===== src/rtl/miq_pkg.sv =====
// ---------------------------------------------------------------------------
// miq_pkg
// Shared constants, codes, types and index helpers of the middle insert queue.
// ---------------------------------------------------------------------------
package miq_pkg;

   // Capacity of each half and width of a stored element
   localparam int HALF_DEPTH = 512;
   localparam int VALUE_W    = 32;
   localparam int ADDR_W     = (HALF_DEPTH > 1) ? $clog2(HALF_DEPTH) : 1;
   localparam int CNT_W      = $clog2(HALF_DEPTH + 1);

   // Operation codes (request tuser)
   localparam logic [1:0] OP_PUSH_TAIL = 2'd0;
   localparam logic [1:0] OP_PUSH_MID  = 2'd1;
   localparam logic [1:0] OP_POP       = 2'd2;

   // Status codes (response tuser)
   localparam logic [1:0] ST_OK    = 2'd0;
   localparam logic [1:0] ST_EMPTY = 2'd1;
   localparam logic [1:0] ST_FULL  = 2'd2;

   typedef struct packed {
      logic       latch;      // capture the accepted request
      logic       push_tail;  // write at back tail, grow back half
      logic       push_mid;   // step back head down, write there
      logic       pop;        // read front head, shrink front half
      logic       cap_pop;    // capture popped element from read port
      logic       bal_rd;     // read back head, shrink back half
      logic       bal_wr;     // write moved element at front tail
      logic       set_st;     // load status code
      logic [1:0] st_code;
      logic       load_rsp;   // load the response register
   } miq_cmd_type;

   typedef struct packed {
      logic [1:0] op;         // latched operation
      logic       empty;      // front half holds nothing
      logic       full;       // back half holds HALF_DEPTH elements
      logic       need_bal;   // back half longer than front half
      logic       rsp_free;   // response register can take a result
   } miq_stat_type;

   // Reduce head + offset (known below twice the depth) to a store index
   function automatic logic [ADDR_W-1:0] wrap_sum(input logic [ADDR_W:0] sum);
      logic [ADDR_W:0] red;
      red = sum;
      if (sum >= (ADDR_W + 1)'(HALF_DEPTH)) begin
         red = sum - (ADDR_W + 1)'(HALF_DEPTH);
      end
      return red[ADDR_W-1:0];
   endfunction

   function automatic logic [ADDR_W-1:0] inc_idx(input logic [ADDR_W-1:0] idx);
      return (idx == ADDR_W'(HALF_DEPTH - 1)) ? '0 : idx + 1'b1;
   endfunction

   function automatic logic [ADDR_W-1:0] dec_idx(input logic [ADDR_W-1:0] idx);
      return (idx == '0) ? ADDR_W'(HALF_DEPTH - 1) : idx - 1'b1;
   endfunction

endpackage


===== src/rtl/miq_ctrl.sv =====
// ---------------------------------------------------------------------------
// miq_ctrl
// Sequencer: steps one request through operation, rebalance and response.
// ---------------------------------------------------------------------------
module miq_ctrl (
   input  logic                  clock,
   input  logic                  reset,
   input  logic                  req_tvalid,
   output logic                  req_tready,
   input  miq_pkg::miq_stat_type stat,
   output miq_pkg::miq_cmd_type  cmd
);

   localparam logic [2:0] S_IDLE = 3'd0;
   localparam logic [2:0] S_EXEC = 3'd1;
   localparam logic [2:0] S_BAL  = 3'd2;
   localparam logic [2:0] S_MOVE = 3'd3;
   localparam logic [2:0] S_RESP = 3'd4;

   logic [2:0] state_ff;
   logic [2:0] state_in;

   assign req_tready = (state_ff == S_IDLE);

   always_comb begin
      state_in = state_ff;
      cmd      = '0;
      unique case (state_ff)
         S_IDLE: begin
            if (req_tvalid) begin
               cmd.latch = 1'b1;
               state_in  = S_EXEC;
            end
         end
         S_EXEC: begin
            cmd.set_st = 1'b1;
            cmd.st_code = miq_pkg::ST_OK;
            state_in = S_RESP;
            unique case (stat.op) inside
               miq_pkg::OP_PUSH_TAIL, miq_pkg::OP_PUSH_MID: begin
                  if (stat.full) begin
                     cmd.st_code = miq_pkg::ST_FULL;
                  end else begin
                     cmd.push_tail = (stat.op == miq_pkg::OP_PUSH_TAIL);
                     cmd.push_mid  = (stat.op == miq_pkg::OP_PUSH_MID);
                     state_in      = S_BAL;
                  end
               end
               miq_pkg::OP_POP: begin
                  if (stat.empty) begin
                     cmd.st_code = miq_pkg::ST_EMPTY;
                  end else begin
                     cmd.pop  = 1'b1;
                     state_in = S_BAL;
                  end
               end
               default: ;
            endcase
         end
         S_BAL: begin
            cmd.cap_pop = (stat.op == miq_pkg::OP_POP);
            if (stat.need_bal) begin
               cmd.bal_rd = 1'b1;
               state_in   = S_MOVE;
            end else begin
               state_in = S_RESP;
            end
         end
         S_MOVE: begin
            cmd.bal_wr = 1'b1;
            state_in   = S_RESP;
         end
         S_RESP: begin
            if (stat.rsp_free) begin
               cmd.load_rsp = 1'b1;
               state_in     = S_IDLE;
            end
         end
         default: state_in = S_IDLE;
      endcase
   end

   always_ff @(posedge clock) begin
      if (reset) begin
         state_ff <= S_IDLE;
      end else begin
         state_ff <= state_in;
      end
   end

endmodule


===== config.mk =====
export PLATFORM = sky130hd
export DESIGN_NAME = miq_ctrl
export DESIGN_NICKNAME = d
export VERILOG_FILES = /design/src/rtl/miq_pkg.sv /design/src/rtl/miq_ctrl.sv
export SDC_FILE = /design/constraint.sdc
export NUM_CORES = 1
export LEC_CHECK = 0
export BUFFER_PORTS_ARGS = -buffer_cell sky130_fd_sc_hd__buf_2
export CORE_AREA = 2 2 39 41
export CTS_CLUSTER_SIZE = 25
export DETAILED_ROUTE_END_ITERATION = 16
export DIE_AREA = 0 0 41 43
export PLACE_DENSITY = 0.54
export SYNTH_ARGS = -nofsm -noshare
export SYNTH_HDL_FRONTEND = slang
export SYNTH_SLANG_ARGS = --single-unit

===== constraint.sdc =====
create_clock -name clock -period 2.7 [get_ports clock]
set_clock_uncertainty 0.2 [all_clocks]
set_input_delay 0.675 -clock clock [delete_from_list [all_inputs] [get_ports clock]]
set_output_delay 0.675 -clock clock [all_outputs]
set_load 0.02 [all_outputs]

==> impl_metrics.yaml, run 1 <==
synth:
  synth_compound_area_frac: 0.1179
  synth_mux_area_frac: 0.03493
  synth_warnings: 0
  synth_top_cells_by_area: "dfxtp_1 (21%), buf_6 (7.9%), nor3_1 (7.0%), nor4b_1 (6.1%), inv_1 (5.2%)"
  synth.cell_area_um2: 286.5
  yosys.area.top_type: "dfxtp_1"
  synth.avg_cell_area_um2: 8.427
  synthAdderAreaFrac: 0
  synth_cell_type_count: 22
  synth-simple-area-share: 0.4803
  yosysSeqAreaShare: 0.2096
  synth.top_cell.area_share: 0.2096
  syn_inst: 34
  synth_xor_area_frac: 0
  syn-num-nets: 43
  ys_ff_latch: 3
  synth_top_family_by_area: "simple AND/OR/NAND/NOR gates"
global_route:
  grt-ovfl-total: 0
  grt_pass1_wl_um: 1028
  grt-busiest-layer: "met2"
  grt_use_met3: 0.04712
  track_usage: 0.08918
  grt_use_met1: 0.1118
  antenna_found_initial: 0
  use_met2: 0.1125
  first_global_vias: 251
  grt_max_degree: 10
worst_setup_path:
  cp.arrival_ns: 1.56
  max_stage_delay_ns: 0.53
  critPathCaptureType: "output pin"
  worstPathRequired_ns: 1.82
  critPathKind: "register to output pin"
  startpoint_type: "register"
  path_max_fanout: 9
  crit_path_top_delay_cell: "or3b_1"
  path_cells: "or3b_1 > nor4b_2 > buf_2"
  crit_family: "simple AND/OR/NAND/NOR gates"
  critPathBufInv: 1
clocking:
  cts_hold_buffers: 0
  clk_path_buf_depth: 2
  clock-sinks: 3
  clock_latency_ns: 0.23
  cts_htree_levels: 1
  cts_made_buffers: 3
  cts_root_buf: "clkbuf_4"
  clk_pin_slew_ns: 0.04
  cts.repair.resized: 0
  cts_tree: "yes"
  post_cts_buffers: 0
drt:
  vias_per_cell: 4.514
  wirelength_um: 682
  ant_nets: 0
  drc_errors: 0
  drt-initial-drc-count: 5
  via_count: 325
  wire_per_inst_um: 9.472
  dr.pass1.iters: 2
placement:
  place_ws_ns: 0.3964
  dp_hpwl_um: 545.2
  port_buffers: 20
  place_congestion: 0.6162
  placed_cell_area_um2: 384.1
timing:
  setup_viol: 0
  worstMarginPinSlew_ns: 0.3963
  max-slew-margin-rel: 0.7322
  hold_slack_ns: 0.3749
  fin_crit_ns: 2.438
  setup_tns_ns: 0
  fmax_mhz: 410.2
  finalHoldViolations: 0
  fin_ws_ns: 0.2620
  rsz0062_at_grt: "no"
  final_max_slew_viol_count: 0
  finalCritPeriodShare: 0.9030
die:
  dieArea_um2: 1763
  die_w_um: 41
  core_um2: 1384
  rows: 14
  pin_count: 21
  die_h_um: 43
  initial_core_util: 0.2071
layout:
  drive_gt1_frac: 0.4821
  antenna_cells: 0
  top_register: "state_ff"
  largest_register_ffs: 3
  final_nets: 66
  fin_util: 0.2966
  multi_input_area_um2: 181.4
  syn_to_final_growth_pct: 43.23
  n_fill_cell: 157
  seqCellArea_um2: 60.06
  postLayoutCellArea_um2: 410.4
  reg_top3: "state_ff x3"
outcome:
  status: "completed"
pwr:
  pwr-share-comb: 0.279
  power.net_switching_uw: 54.44
  netSwitchingFraction: 0.3057
  peakVddDrop_mv: 0.1529
  total_leakage_power_uw: 0.0002131
  pwr-share-clk: 0.437
  sequentialPowerShare: 0.284
  power_density_nw_per_um2: 433.9
  power.internal_uw: 123.6
run:
  cap_violations: 0
hold_path:
  hold_path_class: "register to register"
-- power groups by stage --
stage | logic (uW) | clock network (uW) | registers (uW)
finish | 49.7 | 77.8 | 50.6
global route | 54.6 | 88.4 | 51.1
CTS | 50.2 | 82.2 | 50.6
detailed placement | 50.0 | 0 | 51.2
global placement | 49.8 | 0 | 51.3
floorplan | 36.2 | 0 | 49.6
-- final timing paths --
check              startpoint          end  slack [ns]  depth (start not counted)
setup / recovery  state_ff[1]       cmd[8]        0.26                          3
hold / removal    state_ff[2]  state_ff[0]        0.37                          1
setup reg to reg  state_ff[1]  state_ff[2]        1.26                          3
hold reg to reg   state_ff[2]  state_ff[0]        0.37                          1
-- worst reg2reg max path, cell delays in order, from the launching register on --
cell and delay (ns):
dfxtp_1 0.37, or3b_1 0.54, nand2b_4 0.19, o22ai_2 0.07
-- cells by family (layout without fill, tap and decap cells) --
family,after synthesis,count (layout)
and+or+nand+nor,19,19
buffers and inverters,7,29
AOI/OAI and AO/OA,4,4
DFF,3,3
muxes,1,1
-- placed cells by master, fill, tap and decap left out, types with 2 or more instances in the layout --
master and instances:
buf_2 20, clkbuf_4 3, dfxtp_1 3, inv_1 4
nand2b_1 2, nor3_1 4, nor4_1 2, nor4b_1 2
-- through the flow --
step / total power, uW / instances
2_1_floorplan: 85.79 / 34
3_3_place_gp: 101.1 / 68
3_5_place_dp: 101.2 / 68
4_1_cts: 183.0 / 72
5_1_grt: 194.1 / 72
6_report: 178.1 / 72
-- area by class of cell --
| class | count | share of cell area |
|---|---|---|
| clock buffer | 4 | 0.06402 |
| inverter | 4 | 0.03659 |
| multi-input combinational | 24 | 0.4421 |
| sequential | 3 | 0.1463 |
| tap | 16 | 0.04878 |
| timing repair buffer | 21 | 0.2622 |
-- cells in the mapped netlist, drive strengths merged --
master	count
nor4	2
nand2b	3
o22ai	2
nand2	1
and2	1
mux2i	1
inv	4
nor3	4
nor2	1
buf	3
a31oi	1
nor4b	3
a22o	1
nor4bb	1
nor3b	1
or3b	1
dfxtp	3
and3	1
-- layer usage --
| metal | wire length [um] | share of wire | up-vias |
|---|---|---|---|
| li1 | - | - | 168 |
| met1 | 331 | 0.49 | 139 |
| met2 | 278 | 0.41 | 18 |
| met3 | 72 | 0.11 | 0 |
| met4 | 0 | 0 | 0 |
| met5 | 0 | 0 | - |
Power figures use the tool's default switching activity.
==> run 2: changes to the inputs <==
--- a/config.mk
+++ b/config.mk
@@ -11,6 +11,7 @@
 export DETAILED_ROUTE_END_ITERATION = 16
 export DIE_AREA = 0 0 41 43
 export PLACE_DENSITY = 0.54
+export REMOVE_ABC_BUFFERS = 1
 export SYNTH_ARGS = -nofsm -noshare
 export SYNTH_HDL_FRONTEND = slang
 export SYNTH_SLANG_ARGS = --single-unit
==> run 2 against run 1 <==
- sequential cell count unchanged
- global-route usage increased by 0.41 points
- critical endpoint unchanged
- maximum frequency decreased by 0.24%
- wire length decreased by 2.6%
- critical path type unchanged
- critical path depth unchanged
==> impl_metrics.yaml, run 2 (synthesis results as in run 1) <==
drt:
  ant_nets: 0
  wire_per_inst_um: 9.222
  wirelength_um: 664
  drt-initial-drc-count: 0
  drc_errors: 0
  vias_per_cell: 4.417
  via_count: 318
  dr.pass1.iters: 1
pwr:
  peakVddDrop_mv: 0.1244
  power_density_nw_per_um2: 437.4
  total_leakage_power_uw: 0.0002131
timing:
  worstMarginPinSlew_ns: 0.3238
  setup_tns_ns: 0
  finalCritPeriodShare: 0.9052
  setup_viol: 0
  rsz0062_at_grt: "no"
  max-slew-margin-rel: 0.7812
  fmax_mhz: 409.2
  final_max_slew_viol_count: 0
  finalHoldViolations: 0
  fin_crit_ns: 2.444
clocking:
  cts.repair.resized: 0
  cts_tree: "yes"
  clock-sinks: 3
  cts_root_buf: "clkbuf_4"
  clk_pin_slew_ns: 0.04
  cts_hold_buffers: 0
  cts_made_buffers: 3
  clk_path_buf_depth: 2
  clock_latency_ns: 0.23
  post_cts_buffers: 0
  cts_htree_levels: 1
die:
  die_w_um: 41
  die_h_um: 43
  dieArea_um2: 1763
  core_um2: 1384
  pin_count: 21
  initial_core_util: 0.2071
  rows: 14
worst_setup_path:
  critPathKind: "register to output pin"
  cp.arrival_ns: 1.57
  crit_family: "simple AND/OR/NAND/NOR gates"
  startpoint_type: "register"
  critPathBufInv: 1
  path_max_fanout: 9
  max_stage_delay_ns: 0.54
  worstPathRequired_ns: 1.82
  critPathCaptureType: "output pin"
  crit_path_top_delay_cell: "or3b_1"
  path_cells: "or3b_1 > nor4b_2 > buf_2"
hold_path:
  hold_path_class: "register to register"
layout:
  layout_commonest_cell: "buf_2"
  syn_to_final_growth_pct: 43.23
  antenna_cells: 0
  reg_top3: "state_ff x3"
  drive_gt1_frac: 0.4821
  top_register: "state_ff"
  final_nets: 66
  fin_util: 0.2966
  most-common-layout-cells: "buf_2 (20), inv_1 (4), nor3_1 (4)"
  largest_register_ffs: 3
  n_fill_cell: 151
global_route:
  antenna_found_initial: 0
  track_usage: 0.09328
  grt-ovfl-total: 0
  grt_max_degree: 10
  first_global_vias: 271
  grt_pass1_wl_um: 1090
placement:
  place_congestion: 0.6962
  port_buffers: 20
  dp_hpwl_um: 530.1
run:
  cap_violations: 0
outcome:
  status: "completed"
run 2: worst paths after layout:
kind,start,endpoint,slack [ns],cells past startpoint
max,state_ff[1],cmd[8],0.26,3
max reg2reg,state_ff[1],state_ff[2],1.26,3
min,state_ff[0],state_ff[0],0.36,2
min reg2reg,state_ff[0],state_ff[0],0.36,2
run 2: area by class of cell:
class	count	area, um^2	area share
flip-flops and latches	3	60.06	0.1463
inverters	4	15.01	0.03659
multi-input cells	24	181.4	0.4421
repair buffers	21	107.6	0.2622
clock buffers	4	26.28	0.06402
well taps	16	20.02	0.04878
run 2: layer usage:
layer	global-route usage	wire (um)	vias up
li1	-	-	169
met1	0.1186	291	133
met2	0.1156	310	16
met3	0.02094	62	0
met4	0.1000	0	0
met5	0	0	-
run 2: per-stage QoR:
step | instances | hold slack [ns] | setup WS (ns) | power [uW] | instance area (um^2)
after detailed placement | 68 | 0.3560 | 0.3770 | 101.1 | 384.1
after global placement | 68 | 0.3548 | 0.3979 | 101.7 | 384.1
final | 72 | 0.3596 | 0.2560 | 179.5 | 410.4
after CTS | 72 | 0.3601 | 0.2335 | 184.7 | 410.4
after global routing | 72 | 0.3775 | 0.1474 | 190.5 | 410.4
after floorplan | 31 | 0.3125 | 0.2379 | 80.46 | 256.5
run 2: worst min-delay path, cell delays in order (launching register included):
cell and delay [ns]:
dfxtp_1 0.31, buf_4 0.14, nor4_1 0.05
run 2: report_power, final:
part / total [uW] / leakage [uW] / switching (uW) / internal (uW)
sequential: 50.5 / 0.0000245 / 3.28 / 47.2
clock: 79.3 / 0.0000150 / 23.9 / 55.4
combinational: 49.7 / 0.000174 / 28.6 / 21.1
